[src/hdl/vdpt_pkg.sv]
package vdpt_pkg;

	localparam int CYCLES_PER_LINE_DEF = 228;

	localparam int VRAM_DEPTH = 16384;
	localparam int VRAM_AW    = $clog2(VRAM_DEPTH);

	localparam int MODE_W = 3;
	localparam logic [MODE_W-1:0] MODE_CTRL_WR = 3'd0;
	localparam logic [MODE_W-1:0] MODE_DATA_WR = 3'd1;
	localparam logic [MODE_W-1:0] MODE_STAT_RD = 3'd2;
	localparam logic [MODE_W-1:0] MODE_DATA_RD = 3'd3;
	localparam logic [MODE_W-1:0] MODE_TICK    = 3'd4;

	localparam logic [1:0] CODE_VRAM_RD = 2'd0;
	localparam logic [1:0] CODE_VRAM_WR = 2'd1;
	localparam logic [1:0] CODE_REG_WR  = 2'd2;
	localparam logic [1:0] CODE_CRAM_WR = 2'd3;

	localparam int NUM_REGS = 11;
	localparam logic [3:0] REG_MODE1    = 4'd0;
	localparam logic [3:0] REG_MODE2    = 4'd1;
	localparam logic [3:0] REG_LINE_CNT = 4'd10;
	localparam logic [7:0] REG_RESET [NUM_REGS] = '{
		8'h36, 8'h80, 8'hFF, 8'hFF, 8'hFF, 8'hFF, 8'hFB, 8'hFF, 8'hFF, 8'hFF, 8'hFF
	};

	localparam logic [4:0] STATUS_FIXED = 5'h1F;

	localparam logic [8:0] LINE_ACTIVE_LAST = 9'd192;
	localparam logic [8:0] LINE_VBL_FIRST   = 9'd193;
	localparam logic [8:0] LINE_FRAME_IRQ   = 9'd196;
	localparam logic [8:0] LINE_JUMP        = 9'd218;
	localparam logic [8:0] LINE_RELOAD_LAST = 9'd261;
	localparam logic [8:0] LINE_WRAP        = 9'd262;
	localparam logic [7:0] VCOUNT_JUMP      = 8'd213;
	localparam logic [8:0] ACCUM_MAX        = 9'h1FF;

	typedef struct packed {
		logic [7:0] read_data;
		logic       irq_line;
		logic [7:0] vcount_value;
		logic       frame_done;
	} result_t;

	typedef struct packed {
		logic       frame_irq_now;
		logic       line_irq;
		logic       frame_irq;
		logic [7:0] vcount;
		logic       done;
	} line_stat_t;

endpackage

[src/hdl/vdpt_if.sv]


interface vdpt_out_if;
	logic       valid;
	logic       ready;
	logic [7:0] read_data;
	logic       irq_line;
	logic [7:0] vcount_value;
	logic       frame_done;

	modport source (output valid, output read_data, output irq_line, output vcount_value,
		output frame_done, input ready);
	modport sink (input valid, input read_data, input irq_line, input vcount_value,
		input frame_done, output ready);
endinterface

[src/hdl/vdpt_out_buf.sv]
module vdpt_out_buf (
	input  logic                clk,
	input  logic                arst_n,
	input  logic                push,
	input  vdpt_pkg::result_t   din,
	output logic                full,
	vdpt_out_if.source          out_item
);
	import vdpt_pkg::*;

	result_t head_q, skid_q;
	logic    head_vld_q, skid_vld_q;
	logic    pop;

	assign pop = out_item.valid && out_item.ready;

	// Two entries, so the input side waits on the output ready only once both are full.
	always_ff @(posedge clk or negedge arst_n) begin
		if (!arst_n) begin
			head_vld_q <= 1'b0;
			skid_vld_q <= 1'b0;
		end else if (pop) begin
			if (skid_vld_q) begin
				skid_vld_q <= 1'b0;
			end else begin
				head_vld_q <= push;
			end
		end else if (push) begin
			if (head_vld_q) begin
				skid_vld_q <= 1'b1;
			end else begin
				head_vld_q <= 1'b1;
			end
		end
	end

	always_ff @(posedge clk) begin
		if (pop && skid_vld_q) begin
			head_q <= skid_q;
		end else if (push && (pop || !head_vld_q)) begin
			head_q <= din;
		end
		if (push && !pop && head_vld_q) begin
			skid_q <= din;
		end
	end

	assign full                  = skid_vld_q;
	assign out_item.valid        = head_vld_q;
	assign out_item.read_data    = head_q.read_data;
	assign out_item.irq_line     = head_q.irq_line;
	assign out_item.vcount_value = head_q.vcount_value;
	assign out_item.frame_done   = head_q.frame_done;
endmodule

[src/flat_wrapper.sv]
// flat-port wrapper written by rule: the top's interface ports become plain ports
module vdpt_out_buf_flat import vdpt_pkg::*;
  (clk, arst_n, push, din, full, out_item_valid, out_item_read_data, out_item_irq_line, out_item_vcount_value, out_item_frame_done, out_item_ready);
  vdpt_out_if out_item_i ();
  input  logic clk;
  input  logic arst_n;
  input  logic push;
  input  vdpt_pkg::result_t din;
  output logic full;
  output wire logic [$bits(out_item_i.valid)-1:0] out_item_valid;
  output wire logic [$bits(out_item_i.read_data)-1:0] out_item_read_data;
  output wire logic [$bits(out_item_i.irq_line)-1:0] out_item_irq_line;
  output wire logic [$bits(out_item_i.vcount_value)-1:0] out_item_vcount_value;
  output wire logic [$bits(out_item_i.frame_done)-1:0] out_item_frame_done;
  input wire logic [$bits(out_item_i.ready)-1:0] out_item_ready;
  assign out_item_valid = out_item_i.valid;
  assign out_item_read_data = out_item_i.read_data;
  assign out_item_irq_line = out_item_i.irq_line;
  assign out_item_vcount_value = out_item_i.vcount_value;
  assign out_item_frame_done = out_item_i.frame_done;
  assign out_item_i.ready = out_item_ready;
  vdpt_out_buf u_core (.clk(clk), .arst_n(arst_n), .push(push), .din(din), .full(full), .out_item(out_item_i));
endmodule
[config.mk]
export PLATFORM = sky130hd
export DESIGN_NAME = vdpt_out_buf_flat
export DESIGN_NICKNAME = d
export VERILOG_FILES = /design/src/hdl/vdpt_pkg.sv /design/src/hdl/vdpt_if.sv /design/src/hdl/vdpt_out_buf.sv /design/src/flat_wrapper.sv
export SDC_FILE = /design/constraint.sdc
export NUM_CORES = 1
export LEC_CHECK = 0
export BUFFER_PORTS_ARGS = -buffer_cell sky130_fd_sc_hd__buf_2
export CORE_ASPECT_RATIO = 0.75
export CORE_MARGIN = 8
export CORE_UTILIZATION = 45
export CTS_CLUSTER_SIZE = 30
export DETAILED_ROUTE_END_ITERATION = 16
export GPL_TIMING_DRIVEN = 0
export PLACE_DENSITY = 0.74
export SYNTH_ARGS = -nofsm -noshare
export SYNTH_HDL_FRONTEND = slang
export SYNTH_SLANG_ARGS = --single-unit
[constraint.sdc]
create_clock -name clk -period 1.8 [get_ports clk]
set_input_delay 0.36 -clock clk [delete_from_list [all_inputs] [get_ports clk]]
set_output_delay 0.36 -clock clk [all_outputs]
set_load 0.02 [all_outputs]
==> results of run 1 <==
==> flip-flops by register name, indices dropped and copies added, names as in the netlist <==
register / cells
u_core.out_item.read_data: 8
u_core.out_item.vcount_value: 8
u_core.full: 1
u_core.skid_q: 18
u_core.out_item.frame_done: 1
u_core.out_item.irq_line: 1
u_core.out_item.valid: 1
==> where the power goes <==
group | switching [W] | internal (W) | total [W]
Sequential | 0.0000243 | 0.00105 | 0.00108
Combinational | 0.000148 | 0.000112 | 0.000260
Clock | 0.000262 | 0.000258 | 0.000520
Total | 0.000435 | 0.00142 | 0.00186
==> area by class of cell <==
cell class	count	area, sq um	area share
tap	38	47.55	0.02643
clock inverter	3	11.26	0.006259
timing repair buffer	42	215.2	0.1196
sequential	38	1131	0.6286
inverter	1	3.754	0.002086
clock buffer	5	68.82	0.03825
multi-input combinational	26	310.3	0.1725
buffer	1	11.26	0.006259
==> placed cells by master (no fill, tap or decap) <==
cell type	count
clkinv_1	3
mux2_2	8
inv_1	1
buf_2	41
dlygate4sd3_1	1
nand2b_1	1
and3_2	1
a21oi_4	1
a21o_1	1
a21oi_1	3
mux2_4	10
clkbuf_8	5
buf_6	1
dfrtp_1	2
nand3_4	1
edfxtp_1	36
==> worst paths after layout <==
path / slack, ps / startpoint / depth (start not counted) / end
min in group asynchronous: 400 / arst_n / 2 / u_core.full
min: 270 / din[14] / 1 / u_core.skid_q[14]
max reg2reg: 240 / u_core.out_item.valid / 2 / u_core.out_item.vcount_value[3]
max: 240 / u_core.out_item.valid / 2 / u_core.out_item.vcount_value[3]
max in group asynchronous: 1310 / arst_n / 2 / u_core.out_item.valid
min reg2reg: 550 / u_core.skid_q[12] / 1 / u_core.out_item.read_data[2]
==> kinds of logic after synthesis <==
logic type      count (synthesis)  synth area share
flops                          38            0.7834
mux                            18            0.1664
compound gates                  5           0.01907
simple gates                    3           0.02080
buf+inv                         2           0.01040
==> routing by layer <==
layer  vias to the layer above  track usage  wire length (um)
met5                         -            0                 0
met4                         0      0.04444                25
met3                         4      0.04270               146
met2                        19       0.1734              1345
met1                       362      0.09206               873
li1                        357            -                 -
==> critical path, cell delays in order, from the launching register on <==
cell     delay [ps]
dfrtp_1         540
a21oi_1         160
a21oi_4         500
==> timing repair <==
action,in CTS,in global routing
gates resized for setup,0,2
hold buffers,1,0
setup endpoints to repair,0,18
hold endpoints to repair,2,0
==> stage by stage <==
step	area [sq um]	power, W	std cells	setup slack, ps	hold slack, ps
final	1799	0.001858	154	240.0	270.0
after global routing	1799	0.001936	154	132.9	260.1
after global placement	1700	0.001347	145	101.8	145.0
after CTS	1790	0.001875	154	41.25	262.5
after detailed placement	1700	0.001358	145	50.29	146.8
after floorplan	1448	0.001261	66	168.6	64.41
==> out/results.md, run 1 <==
* number of buffers added by the clock tree synthesis step: 5
* count of mapped cells out of synthesis: 66
* top-area cell type share of the netlist area: 0.7487
* routed wire length: 2389 um
* area grow syn2layout: 24.61%
* share of the cycle needed by the critical path after routing: 0.8667
* Boundary Pins: 42
* cell taking the most area after synthesis: edfxtp_1
* Core ar.: 2999 sq um
* Final Hold Violating Endpoints: 0
* Slew @ Worst Pin: 583.7 ps
* outcome: finished, final reports clean
* tightest slew margin relative to the limit: 0.6100
* placed wire-length estimate: 1791 um
* Distinct cells, synth: 11
* setup skew after layout: 5.250 ps
* Max Buffers Root-to-Sink: 2
* Vias per Instance: 4.818
* Pwr Density: 1032 nW/um^2
* endpoints failing setup: 0
* number of antenna violations at the first check in global routing: 0
* DRC violations left: 0
* total die area: 5296 sq um
* upper clock frequency limit: 641.0 MHz
* Chip Height: 65.06 um
* most used standard cell by instance count after synthesis: edfxtp_1
* via count of the first global-routing pass: 816
* Syn Std Cell Area: 1444 sq um
* clock tree root driver cell: clkbuf_8
* top area cells in the synthesized netlist: edfxtp_1 (75%), mux2_4 (10%), mux2_2 (6.2%), dfrtp_1 (3.5%), a21oi_1 (1.4%)
* grt ovf: 0
* number of nets in the final layout: 137
* leading post-synthesis cells by instance count: edfxtp_1 (36), mux2_4 (10), mux2_2 (8)
* number of maximum-capacitance constraint violations: 0
* antenna violation net count after detailed routing: 0
* # diodes: 0
* I/O Buffers: 41
* class of the tightest hold or removal check: input port to flop
* row count: 17
* # H-tree levels: 2
* setup fix buffers added after clock tree synthesis: 0
* CP Data Required Time: 1710 ps
* nets in the synthesized netlist: 88
* drt initial violations: 36
* Setup CP Type: flop to flop
* weighted congestion at the end of routability-driven global placement: 0.6626
* synth warn: 0
* crit path DAT: 1470 ps
* Total GRT Usage: 0.09657
* category of the worst setup path capture point: flop
* final core utilization: 0.5999
* share of synthesized registers carrying an async set or reset: 0.05263
* RSZ-0062 raised after global routing: no
* average footprint of a synthesized cell: 21.88 sq um
* post-DR wirelength/cell: 15.51 um
* share of layout cells above drive strength 1: 0.5862
* post-layout minimum cycle time: 1560 ps
* vias: 742
* sinks on the clock net: 38
* wire length of the first global-routing pass: 3843 um
* most instantiated flip-flop cell in the synthesis netlist: edfxtp_1
* maximum fanout count along the critical path: 18
* maximum number of pins on one net before global-route repair: 19
* worst-skew pair later-pin latency: 280 ps
* leakage: 0.7286 nW
* total of flip-flops plus latches after synthesis: 38
* CTS tree: yes
* number of flops mapped to enable cells by yosys: 36
* effective utilization at floorplan: 0.4814
* fill count: 225
* sequential share of the synthesized area: 0.7834
* clock-pin slew reported for the worst setup and hold paths after clock tree synthesis: 70 ps
* startpoint types: flop
* final-layout setup total negative slack: 0 ps
* IR Drop Worst-Case VDD: 0.0006464 V
* 1st-pass router iterations: 4
* Die Wd: 81.41 um
* max-slew violation count: 0
Note: power is estimated with default switching activity, not from simulation.
==> run 2: changes to the inputs <==
Settings changed: RECOVER_POWER set to 50.
==> run 2 against run 1 <==
Cell count stayed put. Via count down 0.40%. Clock skew barely moved. Cell area fell by 2.2%. Non-clock buffer count did not move. Sequential share of layout area up 1.4 points. Setup slack worse by 3.0 ps. Global-route usage is the same. Count of clock-buffer cells in the layout stayed put.
==> out/results.md, run 2 (synthesis results as in run 1) <==
* maximum fanout count along the critical path: 18
* post-layout minimum cycle time: 1563 ps
* final-layout setup total negative slack: 0 ps
* Area after DPL: 1700 sq um
* drt initial violations: 36
* clock-pin slew reported for the worst setup and hold paths after clock tree synthesis: 70 ps
* tightest slew margin relative to the limit: 0.6073
* endpoint of the worst hold path: u_core.skid_q[10]
* power share of the sequential group: 0.586
* number of maximum-capacitance constraint violations: 0
* Total GRT Usage: 0.09657
* grt ovf: 0
* CP Data Required Time: 1710 ps
* via count of the first global-routing pass: 816
* RSZ-0062 raised after global routing: no
* sinks on the clock net: 38
* worst flop-to-flop path endpoint: u_core.out_item.vcount_value[6]
* kind of cell with the highest combined delay on the critical path: compound AO/OA/AOI/OAI gates
* worst path bufs/invs: 0
* Boundary Pins: 42
* worst-skew pair later-pin latency: 280 ps
* number of antenna violations at the first check in global routing: 0
* most common cell after layout, fill and taps aside: edfxtp_1
* antenna violation net count after detailed routing: 0
* leading cell types in the layout, fill and taps excluded: edfxtp_1 (36), clkbuf_1 (32), mux2_4 (10)
* max FFs per register: 18
* start of the worst register-to-register path: u_core.out_item.valid
* Max Buffers Root-to-Sink: 2
* Total Power Consumption: 0.001843 W
* I/O Buffers: 41
* cell depth of the worst min-delay path: 1
* wire length of the first global-routing pass: 3843 um
* weighted congestion at the end of routability-driven global placement: 0.6626
* vias: 739
* Core ar.: 2999 sq um
* number of buffers added by the clock tree synthesis step: 5
* portion of total power attributed to the clock network: 0.282
* post-DR wirelength/cell: 15.72 um
* Vias per Instance: 4.799
* largest stage delay on the critical path: 540 ps
* switching part of the total power: 0.2364
* setup fix buffers added after clock tree synthesis: 0
* internal power of the cells: 0.001407 W
* Setup CP Type: flop to flop
* area of the multi-input gates: 310.3 sq um
* maximum number of pins on one net before global-route repair: 19
* class of the tightest hold or removal check: input port to flop
* effective utilization at floorplan: 0.4814
* outcome: finished, final reports clean
* # H-tree levels: 2
* most flop-heavy register: u_core.skid_q
* area grow syn2layout: 21.84%
* Slew @ Worst Pin: 587.7 ps
* combinational share of power: 0.133
* source of the worst hold timing path: din[10]
* row count: 17
* setup skew after layout: 5.162 ps
* total area of sequential cells: 1131 sq um
* Die Wd: 81.41 um
* routed wire length: 2421 um
* fill count: 245
* reg-to-reg slack, setup: 240 ps
* CTS tree: yes
* total die area: 5296 sq um
* # diodes: 0
* DRC violations left: 0
* ordered cell list for the critical path: a21oi_1, a21oi_4
* endpoints failing setup: 0
* share of layout cells above drive strength 1: 0.3103
* number of nets in the final layout: 137
* 1st-pass router iterations: 4
* final design area excluding fillers: 1759 sq um
* clock tree root driver cell: clkbuf_8
* Chip Height: 65.06 um
* switching power total: 0.0004357 W
* share of the cycle needed by the critical path after routing: 0.8683
* startpoint types: flop
* crit path DAT: 1480 ps
* placed wire-length estimate: 1791 um
* tightest hold margin: 273.5 ps
* Final Hold Violating Endpoints: 0
* leakage: 0.6401 nW
* category of the worst setup path capture point: flop
* R2R cell count: 2
* slowest cell on the critical path: dfrtp_1
* IR Drop Worst-Case VDD: 0.0006465 V
* Pwr Density: 1048 nW/um^2
* max-slew violation count: 0
* upper clock frequency limit: 639.8 MHz
-- run 2: cell count changes in the layout (fill, tap and decap cells not counted) --
cell      change
buf_2        -32
clkbuf_1     +32
-- run 2: worst max path at each step --
| stage | cells past startpoint | from | end | slack, ps |
|---|---|---|---|---|
| 5_1_grt | 2 | u_core.out_item.valid | u_core.out_item.vcount_value[4] | 130 |
| 3_5_place_dp | 2 | u_core.out_item.valid | u_core.out_item.vcount_value[7] | 50 |
| 3_3_place_gp | 2 | u_core.out_item.valid | u_core.out_item.vcount_value[7] | 100 |
| 2_1_floorplan | 2 | u_core.out_item.valid | u_core.out_item.frame_done | 170 |
| 4_1_cts | 2 | u_core.out_item.valid | u_core.out_item.vcount_value[6] | 40 |
| 6_report | 2 | u_core.out_item.valid | u_core.out_item.vcount_value[6] | 240 |
-- run 2: layout make-up --
type,count,share of cell area
Buffer,1,0.006401
Clock buffer,5,0.03912
Clock inverter,3,0.006401
Sequential cell,38,0.6430
Inverter,1,0.002134
Tap cell,38,0.02703
Multi-Input combinational cell,26,0.1764
Timing Repair Buffer,42,0.09957
-- run 2: per-layer routing --
metal,track usage,wire length (um),up-vias,part of all wire
met5,0,0,-,0
met4,0.04444,25,0,0.010
met3,0.04270,150,4,0.062
met2,0.1734,1335,19,0.55
met1,0.09206,910,359,0.38
li1,-,-,357,-
-- run 2: worst reg2reg max path, cell delays in order (launching register included) --
cell and delay, ps:
dfrtp_1 540, a21oi_1 170, a21oi_4 500
-- run 2: power groups by stage --
stage	clock network [W]	logic (W)	registers, W
after floorplan	0	0.000104	0.00116
after global placement	0	0.000254	0.00109
after detailed placement	0	0.000261	0.00110
after CTS	0.000534	0.000263	0.00108
after global routing	0.000573	0.000264	0.00109
final	0.000519	0.000245	0.00108
-- run 2: per-stage QoR --
step                setup slack (ps)  instances    util
floorplan                      168.6         66       -
global placement               101.8        145  0.5670
detailed placement             50.29        145  0.5670
CTS                            41.25        154  0.5970
global route                   132.9        154  0.5866
finish                         237.0        154  0.5866
-- run 2: repair_timing --
action / 4_1_cts / 5_1_grt
endpoints found under the hold margin: 2 / 0
hold buffers: 1 / 0
endpoints found under the setup margin: 0 / 18
gates resized for setup: 0 / 2
