$ cat config.mk
export PLATFORM = sky130hd
export DESIGN_NAME = vdpt_line_timer
export DESIGN_NICKNAME = d
export VERILOG_FILES = /design/src/hdl/vdpt_pkg.sv /design/src/hdl/vdpt_line_timer.sv
export SDC_FILE = /design/constraint.sdc
export NUM_CORES = 1
export LEC_CHECK = 0
export ABC_AREA = 1
export BUFFER_PORTS_ARGS = -buffer_cell sky130_fd_sc_hd__buf_2
export CAP_MARGIN = 10
export CORE_MARGIN = 2
export CORE_UTILIZATION = 30
export CTS_BUF_LIST = sky130_fd_sc_hd__clkbuf_8
export DETAILED_ROUTE_END_ITERATION = 7
export PLACE_DENSITY = 0.53
export SYNTH_ARGS = -nofsm -noshare
export SYNTH_HDL_FRONTEND = slang
export SYNTH_SLANG_ARGS = --single-unit
$ cat constraint.sdc
create_clock -name clk -period 3.3 [get_ports clk]
set_clock_uncertainty 0.05 [all_clocks]
set_input_delay 0.495 -clock clk [delete_from_list [all_inputs] [get_ports clk]]
set_output_delay 0.495 -clock clk [all_outputs]
set_load 0.02 [all_outputs]
$ cat src/hdl/vdpt_pkg.sv
package vdpt_pkg;

	localparam int CYCLES_PER_LINE_DEF = 228;

	localparam int VRAM_DEPTH = 16384;
	localparam int VRAM_AW    = $clog2(VRAM_DEPTH);

	localparam int MODE_W = 3;
	localparam logic [MODE_W-1:0] MODE_CTRL_WR = 3'd0;
	localparam logic [MODE_W-1:0] MODE_DATA_WR = 3'd1;
	localparam logic [MODE_W-1:0] MODE_STAT_RD = 3'd2;
	localparam logic [MODE_W-1:0] MODE_DATA_RD = 3'd3;
	localparam logic [MODE_W-1:0] MODE_TICK    = 3'd4;

	localparam logic [1:0] CODE_VRAM_RD = 2'd0;
	localparam logic [1:0] CODE_VRAM_WR = 2'd1;
	localparam logic [1:0] CODE_REG_WR  = 2'd2;
	localparam logic [1:0] CODE_CRAM_WR = 2'd3;

	localparam int NUM_REGS = 11;
	localparam logic [3:0] REG_MODE1    = 4'd0;
	localparam logic [3:0] REG_MODE2    = 4'd1;
	localparam logic [3:0] REG_LINE_CNT = 4'd10;
	localparam logic [7:0] REG_RESET [NUM_REGS] = '{
		8'h36, 8'h80, 8'hFF, 8'hFF, 8'hFF, 8'hFF, 8'hFB, 8'hFF, 8'hFF, 8'hFF, 8'hFF
	};

	localparam logic [4:0] STATUS_FIXED = 5'h1F;

	localparam logic [8:0] LINE_ACTIVE_LAST = 9'd192;
	localparam logic [8:0] LINE_VBL_FIRST   = 9'd193;
	localparam logic [8:0] LINE_FRAME_IRQ   = 9'd196;
	localparam logic [8:0] LINE_JUMP        = 9'd218;
	localparam logic [8:0] LINE_RELOAD_LAST = 9'd261;
	localparam logic [8:0] LINE_WRAP        = 9'd262;
	localparam logic [7:0] VCOUNT_JUMP      = 8'd213;
	localparam logic [8:0] ACCUM_MAX        = 9'h1FF;

	typedef struct packed {
		logic [7:0] read_data;
		logic       irq_line;
		logic [7:0] vcount_value;
		logic       frame_done;
	} result_t;

	typedef struct packed {
		logic       frame_irq_now;
		logic       line_irq;
		logic       frame_irq;
		logic [7:0] vcount;
		logic       done;
	} line_stat_t;

endpackage

$ cat src/hdl/vdpt_line_timer.sv
module vdpt_line_timer #(
	parameter int CYCLES_PER_LINE = vdpt_pkg::CYCLES_PER_LINE_DEF
) (
	input  logic                   clk,
	input  logic                   arst_n,
	input  logic                   en,
	input  logic                   tick,
	input  logic                   clr_pending,
	input  logic [7:0]             cycles,
	input  logic [7:0]             reload,
	output vdpt_pkg::line_stat_t   stat
);
	import vdpt_pkg::*;

	localparam logic [8:0] CPL = 9'(CYCLES_PER_LINE);

	logic [8:0] accum_q, accum_n;
	logic [8:0] line_q, line_n, line_inc;
	logic [7:0] vcount_q, vcount_n;
	logic [7:0] cd_q, cd_n;
	logic       lirq_q, lirq_n;
	logic       firq_q, firq_n;
	logic       done;
	logic [9:0] sum;
	logic [8:0] sat;

	always_comb begin
		sum      = {1'b0, accum_q} + 10'(cycles);
		sat      = (sum > 10'(ACCUM_MAX)) ? ACCUM_MAX : sum[8:0];
		line_inc = line_q + 9'd1;
		accum_n  = accum_q;
		line_n   = line_q;
		vcount_n = vcount_q;
		cd_n     = cd_q;
		lirq_n   = lirq_q;
		firq_n   = firq_q;
		done     = 1'b0;
		if (tick) begin
			accum_n = sat;
			if (sat >= CPL) begin
				accum_n = sat - CPL;
				if (line_q <= LINE_ACTIVE_LAST) begin
					if (cd_q == 8'd0) begin
						cd_n   = reload;
						lirq_n = 1'b1;
					end else begin
						cd_n = cd_q - 8'd1;
					end
				end
				line_n   = line_inc;
				vcount_n = vcount_q + 8'd1;
				if (line_inc inside {[LINE_VBL_FIRST:LINE_RELOAD_LAST]}) begin
					cd_n = reload;
				end
				if (line_inc == LINE_FRAME_IRQ) begin
					firq_n = 1'b1;
				end else if (line_inc == LINE_JUMP) begin
					vcount_n = VCOUNT_JUMP;
				end else if (line_inc == LINE_WRAP) begin
					done     = 1'b1;
					line_n   = '0;
					vcount_n = '0;
				end
			end
		end
		if (clr_pending) begin
			lirq_n = 1'b0;
			firq_n = 1'b0;
		end
	end

	always_ff @(posedge clk or negedge arst_n) begin
		if (!arst_n) begin
			accum_q  <= '0;
			line_q   <= '0;
			vcount_q <= '0;
			cd_q     <= 8'hFF;
			lirq_q   <= 1'b0;
			firq_q   <= 1'b0;
		end else if (en) begin
			accum_q  <= accum_n;
			line_q   <= line_n;
			vcount_q <= vcount_n;
			cd_q     <= cd_n;
			lirq_q   <= lirq_n;
			firq_q   <= firq_n;
		end
	end

	assign stat.frame_irq_now = firq_q;
	assign stat.line_irq      = lirq_n;
	assign stat.frame_irq     = firq_n;
	assign stat.vcount        = vcount_n;
	assign stat.done          = done;
endmodule

==> results.md, run 1 <==
- CP delay by family, top: simple AND/OR/NAND/NOR gates
- CTS tree: done
- Status: finished clean
- Crit Path Category: flop to output pin
- Vias: 3,197
- Post-synth top flop: dfrtp_1
- Root buffer cell: clkbuf_8
- Top cell type by total area after synthesis: dfrtp_1
- Clock Tree Buf Depth: 2
- Sink Count: 36
- Synth Cell Area: 3310 um^2
- Reg2Reg Depth: 22
- CP Max Fanout: 5
- Cell breakdown of the critical path: ha_4, nand2_4, nand2_4, nand2_4, nand2_4, nand2_4, nand2_4, nor2_8, nand2_4, ha_4, nand2_2, nor2_1, nand2_1, nand2_2, nand2_4, nand2_8, nand2_8, clkinvlp_4, o21ai_2, buf_6
- Nets: 578
- Avg WL per Cell: 12.3 um
- Tot GR Track Use: 14.6%
- Most frequent cells in the layout: 134 x nand2_1, 53 x inv_1, 50 x nand3_1
- IO Port Bufs: 32
- Worst-path clk slew: 90 ps
- Final Hold Fails: 0
- Final ANT Viol Nets: 0
- Cell count after synthesis: 477
- RSZ-0062 raised after global routing: yes
- Async set-reset flop share out of synthesis: 100%
- Commonest non-fill, non-tap cell in the layout: nand2_1
- Drt drc: 0
- Number of fill cells: 1,100
- Congestion Overflow GR: 0
- CP max stage delay: 440 ps
- Ratio of cells with drive above 1 in the final layout: 35.3%
- Final Cycle Share: 98.4%
- Max-cap violations: 0
- Inst Count DP: 660
- Ant. Diodes: 0
- Slew @ Worst Pin: 840 ps
- Post-synth top area share: 21.2%
- Number of global-route vias before repair: 3,083
- Worst path required time: 2750 ps
- HP Class: primary input to asynchronous set/reset pin
- Total CTS buffers: 5
- Die Y: 109 um
- Final Critical Period: 3250 ps
- Most frequent CP cell: nand2_4
- F_max: 0.308 GHz
- Cell Area, Placed: 3730 um^2
- Average size of a mapped cell: 6.94 um^2
- Final non-filler cell total: 681
- Antenna violations before repair: 0
- Largest net degree at the start of global routing: 37
- Num rows: 38
- VDD IR-drop max: 0.506 mV
- Die area: 11,900 um^2
- Unique masters post-synth: 41
- Setup slack, reg-to-reg: 430 ps
- Nature of the critical path startpoint: flop
- Seq cells post-synth: 36
- Final worst slack: 51.9 ps
- Final Setup Violations: 0
- GP Congestion: 0.801
- Fin. max-slew vios: 0
- Critical Path Sink Type: output pin
- Seq/Total Area, Yosys: 27.5%
- Area delta synth->final: 31.8%
- Ys Warns: 0
- Level count of the clock H-tree: 2
- WP buf/inv: 2
- Syn_nets: 515
- Routed Wire Length: 8370 um
- Slew margin rel.: 44.0%
- Hold Buf Count CTS: 0
- DP HPWL: 5960 um
- WP depth: 20
- Initial core utilization: 30.7%
- Core Area: 10,800 um^2
- Worst Path Arrival: 2700 ps
- First-pass detailed-route iteration total: 4
- Post-layout total power: 4.73 mW
- DRT iter0 DRCs: 182
- Worst skew pair latency: 300 ps
- DIE WIDTH: 109 um
- Pre-CTS setup slack: -77.5 ps
- Leak: 2.19 nW
- First-pass GRT wire length: 14,100 um
- Pwr/cell area: 1080 nW/um^2
- Post-synth EDFFs: 0
- Post-route cell area: 4370 um^2
- DR vias/cell: 4.69
- Main area contributors after synthesis: dfrtp_1 21%, nand2_1 16%, nand3_1 8.5%
- # IOs: 33
- Slowest CP cell: dfrtp_1
-- logic make-up (layout without fill, tap and decap cells) --
kind of cell | after synthesis | after routing | share of synthesized area, %
muxes | 7 | 7 | 2.34
xor gates and xnor gates | 18 | 18 | 4.76
adders and majority gates | 17 | 17 | 6.65
AOI/OAI and AO/OA | 50 | 50 | 9.52
and+or+nand+nor | 271 | 271 | 38.7
DFF | 36 | 36 | 27.5
buffers and inverters | 78 | 142 | 10.5
-- final timing paths --
kind / from / endpoint
setup / recovery: accum_q[2]$_DFFE_PN0P_ / stat[3]
hold / removal: arst_n / accum_q[4]$_DFFE_PN0P_
setup reg to reg: accum_q[7]$_DFFE_PN0P_ / line_q[7]$_DFFE_PN0P_
hold reg to reg: cd_q[0]$_DFFE_PN1P_ / cd_q[0]$_DFFE_PN1P_
max in group asynchronous: arst_n / accum_q[5]$_DFFE_PN0P_
min in group clk: cd_q[0]$_DFFE_PN1P_ / cd_q[0]$_DFFE_PN1P_
-- stage by stage --
stage | hold slack, ps | util (%) | setup TNS (ps)
after floorplan | 149 | - | 0
after global placement | 404 | 34.6 | -121
after detailed placement | 407 | 34.6 | -559
after CTS | 284 | 38.1 | -4.07
after global routing | 310 | 40.5 | -1290
final | 254 | 40.5 | 0
-- timing repair --
action,in CTS,in global routing
resized for setup,31,60
pin swaps,15,20
endpoints found under the setup margin,10,11
gates cloned,1,0
setup buffers,12,1
-- flip-flops by register name, indices dropped and copies added, names as in the netlist --
signal and count:
firq_q 1, vcount_q 8, lirq_q 1, cd_q 8, accum_q 9, line_q 9
-- layer usage --
layer / routed length [um] / track usage [%] / vias to the layer above
met2: 3970 / 24.9 / 53
met4: 66 / 3.85 / 0
met3: 241 / 2.27 / 7
li1: - / - / 1651
met5: 0 / 0 / -
met1: 4090 / 19.2 / 1486
-- cell type report --
cell class              instances  area (um^2)  share of cell area (%)
multi-input cells             363         2390                    54.8
flip-flops and latches         36          911                    20.9
repair buffers                 67          512                    11.7
inverters                      66          258                    5.90
well taps                     140          175                    4.01
clock buffers                   5         68.8                    1.58
clock inverters                 3         42.5                   0.974
repair inverters                1         7.51                   0.172
-- power breakdown --
| part | switching, mW | internal, mW |
|---|---|---|
| logic | 1.95 | 1.53 |
| registers | 0.195 | 0.658 |
| clock network | 0.173 | 0.224 |
-- cell usage after synthesis (all sizes together) (2+ instances only) --
cell / n
nand4: 4
xor2: 12
nor3: 8
dfstp: 8
clkbuf: 2
ha: 16
or2: 2
nand3: 60
xnor2: 6
mux2: 6
inv: 65
nand2: 167
a21oi: 11
buf: 10
dfrtp: 28
nor2: 27
o21ai: 35
Note: power is estimated with default switching activity, not from simulation.
==> run 2, diff against run 1 <==
--- a/config.mk
+++ b/config.mk
@@ -13,6 +13,7 @@
 export CTS_BUF_LIST = sky130_fd_sc_hd__clkbuf_8
 export DETAILED_ROUTE_END_ITERATION = 7
 export PLACE_DENSITY = 0.53
+export RECOVER_POWER = 25
 export SYNTH_ARGS = -nofsm -noshare
 export SYNTH_HDL_FRONTEND = slang
 export SYNTH_SLANG_ARGS = --single-unit
==> results.md, run 2 (synthesis gave the netlist of run 1 again) <==
- Status: complete, but fails checks
- Failing checks: max-capacitance violations, max-slew violations
- DRT iter0 DRCs: 182
- Core Area: 10,800 um^2
- Die area: 11,900 um^2
- Inst Count DP: 660
- Clock power frac: 8.4%
- Commonest non-fill, non-tap cell in the layout: nand2_1
- Most frequent cells in the layout: 134 x nand2_1, 53 x inv_1, 50 x nand3_1
- Worst skew pair latency: 300 ps
- # IOs: 33
- Post-layout total power: 4.73 mW
- Initial core utilization: 30.7%
- Reg2reg start: accum_q[7]$_DFFE_PN0P_
- Final Core Density: 40.4%
- Internal power: 2.42 mW
- Clock Tree Buf Depth: 2
- Cell breakdown of the critical path: ha_4, nand2_4, nand2_4, nand2_4, nand2_4, nand2_4, nand2_4, nor2_8, nand2_4, ha_4, nand2_2, nor2_1, nand2_1, nand2_2, nand2_4, nand2_8, nand2_8, clkinvlp_4, o21ai_2, buf_6
- Num rows: 38
- Ratio of cells with drive above 1 in the final layout: 35.1%
- Final Critical Period: 3250 ps
- DIE WIDTH: 109 um
- CTS tree: done
- Level count of the clock H-tree: 2
- Setup slack, reg-to-reg: 430 ps
- DP HPWL: 5960 um
- First-pass detailed-route iteration total: 4
- Nets: 578
- Avg WL per Cell: 12.3 um
- CP Max Fanout: 5
- Max-cap violations: 1
- Hold Path Depth: 2
- Routed Wire Length: 8360 um
- Total CTS buffers: 5
- Final worst slack: 51.9 ps
- Reg2Reg Capture Point: line_q[7]$_DFFE_PN0P_
- Top layer in use: met4
- Ant. Diodes: 0
- HP Class: flop to flop
- Nature of the critical path startpoint: flop
- Flop pwr share: 18.0%
- Final Hold Fails: 0
- Area delta synth->final: 31.8%
- Worst Path Arrival: 2700 ps
- Slew @ Worst Pin: 2020 ps
- Comb pwr share: 73.6%
- Largest net degree at the start of global routing: 37
- Sw Share: 48.9%
- Cell Area, Placed: 3730 um^2
- Worst path required time: 2750 ps
- Hold WS: 419 ps
- Final TNS setup: 0 ps
- F_max: 0.308 GHz
- Root buffer cell: clkbuf_8
- M1 WL: 4090 um
- Final non-filler cell total: 681
- Vias: 3,191
- Slowest CP cell: dfrtp_1
- RSZ-0062 raised after global routing: yes
- Antenna violations before repair: 0
- Switching pwr: 2.31 mW
- Hold worst-path end: cd_q[0]$_DFFE_PN1P_
- Number of fill cells: 1,100
- Pwr/cell area: 1080 nW/um^2
- DR vias/cell: 4.69
- Final Setup Violations: 0
- HP Start: cd_q[0]$_DFFE_PN1P_
- DR WL met3: 235 um
- Drt drc: 0
- Post-route cell area: 4370 um^2
- Tot GR Track Use: 14.6%
- Fin. max-slew vios: 37
- Crit Path Category: flop to output pin
- Number of global-route vias before repair: 3,083
- WP buf/inv: 2
- Most frequent CP cell: nand2_4
- VDD IR-drop max: 0.506 mV
- Critical Path Sink Type: output pin
- Met2 WL: 3970 um
- Congestion Overflow GR: 0
- Reg2Reg Depth: 22
- Slew margin rel.: -34.7%
- Final ANT Viol Nets: 0
- Final Cycle Share: 98.4%
- IO Port Bufs: 32
- Hold Buf Count CTS: 0
- Worst-path clk slew: 90 ps
- First-pass GRT wire length: 14,100 um
- Leak: 2.19 nW
- CP delay by family, top: simple AND/OR/NAND/NOR gates
- Pre-CTS setup slack: -77.5 ps
- Top Registers: accum_q: 9 flops, line_q: 9 flops
- Sink Count: 36
- Die Y: 109 um
- GP Congestion: 0.801
- CP max stage delay: 440 ps
[run 2: cell types whose count changed in the layout (fill, tap and decap cells not counted), sizes merged]
cell	previous run	this run
buf	67	66
clkbuf	5	6
[run 2: worst max-delay path by stage]
stage,from,to,slack (ps),cells after the start
after global placement,cycles[7],stat[8],-30,19
after global routing,accum_q[2]$_DFFE_PN0P_,stat[3],-160,20
after floorplan,cycles[0],stat[3],80,17
final,accum_q[2]$_DFFE_PN0P_,stat[3],50,20
after detailed placement,cycles[6],stat[1],-80,19
after CTS,accum_q[1]$_DFFE_PN0P_,stat[9],-3,17
[run 2: layout make-up]
cell class / instances / area [um^2] / area share (%)
Timing Repair Buffer: 67 / 510 / 11.7
Timing Repair inverter: 1 / 7.51 / 0.172
Tap cell: 140 / 175 / 4.01
Clock buffer: 5 / 68.8 / 1.58
Inverter: 66 / 258 / 5.90
Sequential cell: 36 / 911 / 20.9
Clock inverter: 3 / 42.5 / 0.974
Multi-Input combinational cell: 363 / 2390 / 54.8
[run 2: what timing repair did]
item	4_1_cts	5_1_grt
endpoints found under the setup margin	10	11
resized for setup	31	60
cloned	1	0
pin swaps	15	20
buffers inserted	12	1
[run 2: routing by layer]
layer	global-route usage [%]	vias up
li1	-	1650
met1	19.2	1485
met2	24.9	49
met3	2.27	7
met4	3.85	0
met5	0	-
[run 2: tightest hold or removal path, delay by kind of cell, from the launching register on]
kind,cells,cell delay (ps)
flops,1,370
simple gates,2,100
[run 2: power groups by stage]
stage	logic [mW]	clock network (mW)	registers (mW)
2_1_floorplan	2.11	0	0.792
3_3_place_gp	2.73	0	0.837
3_5_place_dp	2.77	0	0.840
4_1_cts	3.12	0.414	0.847
5_1_grt	3.89	0.436	0.879
6_report	3.48	0.397	0.852
==> run 3, diff against run 2 <==
--- a/config.mk
+++ b/config.mk
@@ -12,7 +12,7 @@
 export CORE_UTILIZATION = 30
 export CTS_BUF_LIST = sky130_fd_sc_hd__clkbuf_8
 export DETAILED_ROUTE_END_ITERATION = 7
-export PLACE_DENSITY = 0.53
+export PLACE_DENSITY = 0.55
 export RECOVER_POWER = 25
 export SYNTH_ARGS = -nofsm -noshare
 export SYNTH_HDL_FRONTEND = slang
==> constraint.sdc (replaced) <==
create_clock -name clk -period 2.9 [get_ports clk]
set_clock_uncertainty 0.05 [all_clocks]
set_input_delay 0.435 -clock clk [delete_from_list [all_inputs] [get_ports clk]]
set_output_delay 0.435 -clock clk [all_outputs]
set_load 0.02 [all_outputs]
==> results.md, run 3 (synthesis gave the netlist of run 1 again) <==
- Level count of the clock H-tree: 2
- # IOs: 33
- CP delay by family, top: simple AND/OR/NAND/NOR gates
- Comb pwr share: 74.7%
- Top Registers: accum_q: 9 flops, line_q: 9 flops
- Ant. Diodes: 0
- DP HPWL: 6340 um
- Pre-CTS setup slack: -276 ps
- Num rows: 38
- Number of global-route vias before repair: 3,206
- Worst Path Arrival: 2650 ps
- DIE WIDTH: 109 um
- Leak: 2.35 nW
- Commonest non-fill, non-tap cell in the layout: nand2_1
- HP Class: primary input to flop
- Clock Tree Buf Depth: 2
- Most frequent CP cell: nand2_2
- Final non-filler cell total: 707
- Final Critical Period: 3130 ps
- DR WL met3: 306 um
- Sw Share: 46.6%
- Vias: 3,276
- Final TNS setup: -2350 ps
- Nature of the critical path startpoint: flop
- Cell breakdown of the critical path: ha_4, nand3_2, nand3_2, xor2_2, inv_2, nor2_4, ha_4, nand2_2, nor2_1, nand2_1, nand2_2, nand2_2, nand2_4, nand2_4, inv_6, buf_6, o21ai_4, buf_6
- Antenna violations before repair: 0
- First-pass detailed-route iteration total: 4
- Congestion Overflow GR: 0
- DRT iter0 DRCs: 128
- Initial core utilization: 30.7%
- Hold Buf Count CTS: 0
- CTS tree: done
- Final Cycle Share: 108%
- Ratio of cells with drive above 1 in the final layout: 39.0%
- Slew margin rel.: -37.4%
- F_max: 0.319 GHz
- Final worst slack: -231 ps
- Slew @ Worst Pin: 2060 ps
- Crit Path Category: flop to output pin
- Routed Wire Length: 8540 um
- Final Hold Fails: 0
- RSZ-0062 raised after global routing: yes
- Pwr/cell area: 1240 nW/um^2
- Tot GR Track Use: 14.8%
- Largest net degree at the start of global routing: 37
- Core Area: 10,800 um^2
- Final ANT Viol Nets: 0
- Worst path required time: 2410 ps
- Area delta synth->final: 40.3%
- VDD IR-drop max: 0.485 mV
- First-pass GRT wire length: 14,100 um
- GP Congestion: 0.830
- IO Port Bufs: 32
- Root buffer cell: clkbuf_8
- Die Y: 109 um
- Drt drc: 0
- Total CTS buffers: 5
- Top layer in use: met4
- Inst Count DP: 683
- M1 WL: 3880 um
- Clock power frac: 8.7%
- Die area: 11,900 um^2
- CP max stage delay: 430 ps
- Failing checks: max-capacitance violations, max-slew violations, negative setup slack
- Internal power: 3.07 mW
- WP buf/inv: 4
- Fin. max-slew vios: 37
- Max-cap violations: 1
- DR vias/cell: 4.63
- Number of fill cells: 1,116
- Critical Path Sink Type: output pin
- CP Max Fanout: 6
- Switching pwr: 2.68 mW
- Status: complete, but fails checks
- Worst-path clk slew: 70 ps
- Slowest CP cell: dfrtp_1
- Flop pwr share: 16.7%
- Sink Count: 36
- Avg WL per Cell: 12.1 um
- Most frequent cells in the layout: 127 x nand2_1, 53 x inv_1, 53 x nand3_1, 53 x buf_4
- Met2 WL: 4240 um
- Worst skew pair latency: 300 ps
- Final Setup Violations: 11
- Nets: 604
## run 3: worst paths after layout
| path | start | end | slack, ps | depth (start not counted) |
|---|---|---|---|---|
| min | en | vcount_q[5]$_DFFE_PN0P_ | 380 | 3 |
| min reg2reg | cd_q[0]$_DFFE_PN1P_ | cd_q[0]$_DFFE_PN1P_ | 410 | 2 |
| min in group asynchronous | arst_n | line_q[7]$_DFFE_PN0P_ | 670 | 1 |
| max in group asynchronous | arst_n | firq_q$_DFFE_PN0P_ | 950 | 1 |
| max | accum_q[2]$_DFFE_PN0P_ | stat[5] | -230 | 18 |
| max reg2reg | accum_q[2]$_DFFE_PN0P_ | line_q[1]$_DFFE_PN0P_ | 130 | 19 |
## run 3: worst register-to-register path, stage by stage, from the launching register on
cell,delay (ps)
dfrtp_1,430
ha_4,320
nand3_2,80
nand3_2,90
xor2_2,180
inv_2,60
nor2_4,150
ha_4,150
nand2_2,40
nor2_1,80
nand2_1,70
nand2_2,70
nand2_2,60
nand2_4,90
buf_4,150
inv_2,50
nor2_4,140
buf_6,150
clkbuf_16,170
o21ai_0,80
## run 3: routing by layer
layer,global-route usage [%],up-vias
li1,-,1692
met1,18.6,1527
met2,26.0,45
met3,3.17,12
met4,3.11,0
met5,0,-
## run 3: power groups by stage
stage	registers, mW	clock network, mW	logic [mW]
5_1_grt	0.991	0.528	4.78
2_1_floorplan	0.919	0	2.63
4_1_cts	0.959	0.508	4.06
6_report	0.960	0.499	4.30
3_5_place_dp	0.956	0	3.65
3_3_place_gp	0.956	0	3.58
## run 3: final cells by class
cell class                 instances  area (um^2)  share of cell area, %
multi-input combinational        363         2410                   51.8
sequential                        36          911                   19.6
timing repair buffer              93          769                   16.6
inverter                          66          254                   5.46
tap                              140          175                   3.77
clock buffer                       7         96.3                   2.07
clock inverter                     1         30.0                  0.646
timing repair inverter             1         6.26                  0.135
## run 3: stage by stage
step / instance area [um^2] / hold slack, ps / util (%) / power [mW]
4_1_cts: 4450 / 225 / 41.2 / 5.53
2_1_floorplan: 3500 / 89.4 / - / 3.55
3_3_place_gp: 4100 / 404 / 38.0 / 4.53
3_5_place_dp: 4100 / 404 / 38.0 / 4.61
6_report: 4650 / 379 / 43.1 / 5.76
5_1_grt: 4650 / 403 / 43.1 / 6.30
## run 3: repair_timing
action | in CTS | in global routing
pin swaps | 20 | 16
resized for setup | 42 | 27
cloned | 1 | 2
endpoints found under the setup margin | 21 | 35
buffers inserted | 7 | 7
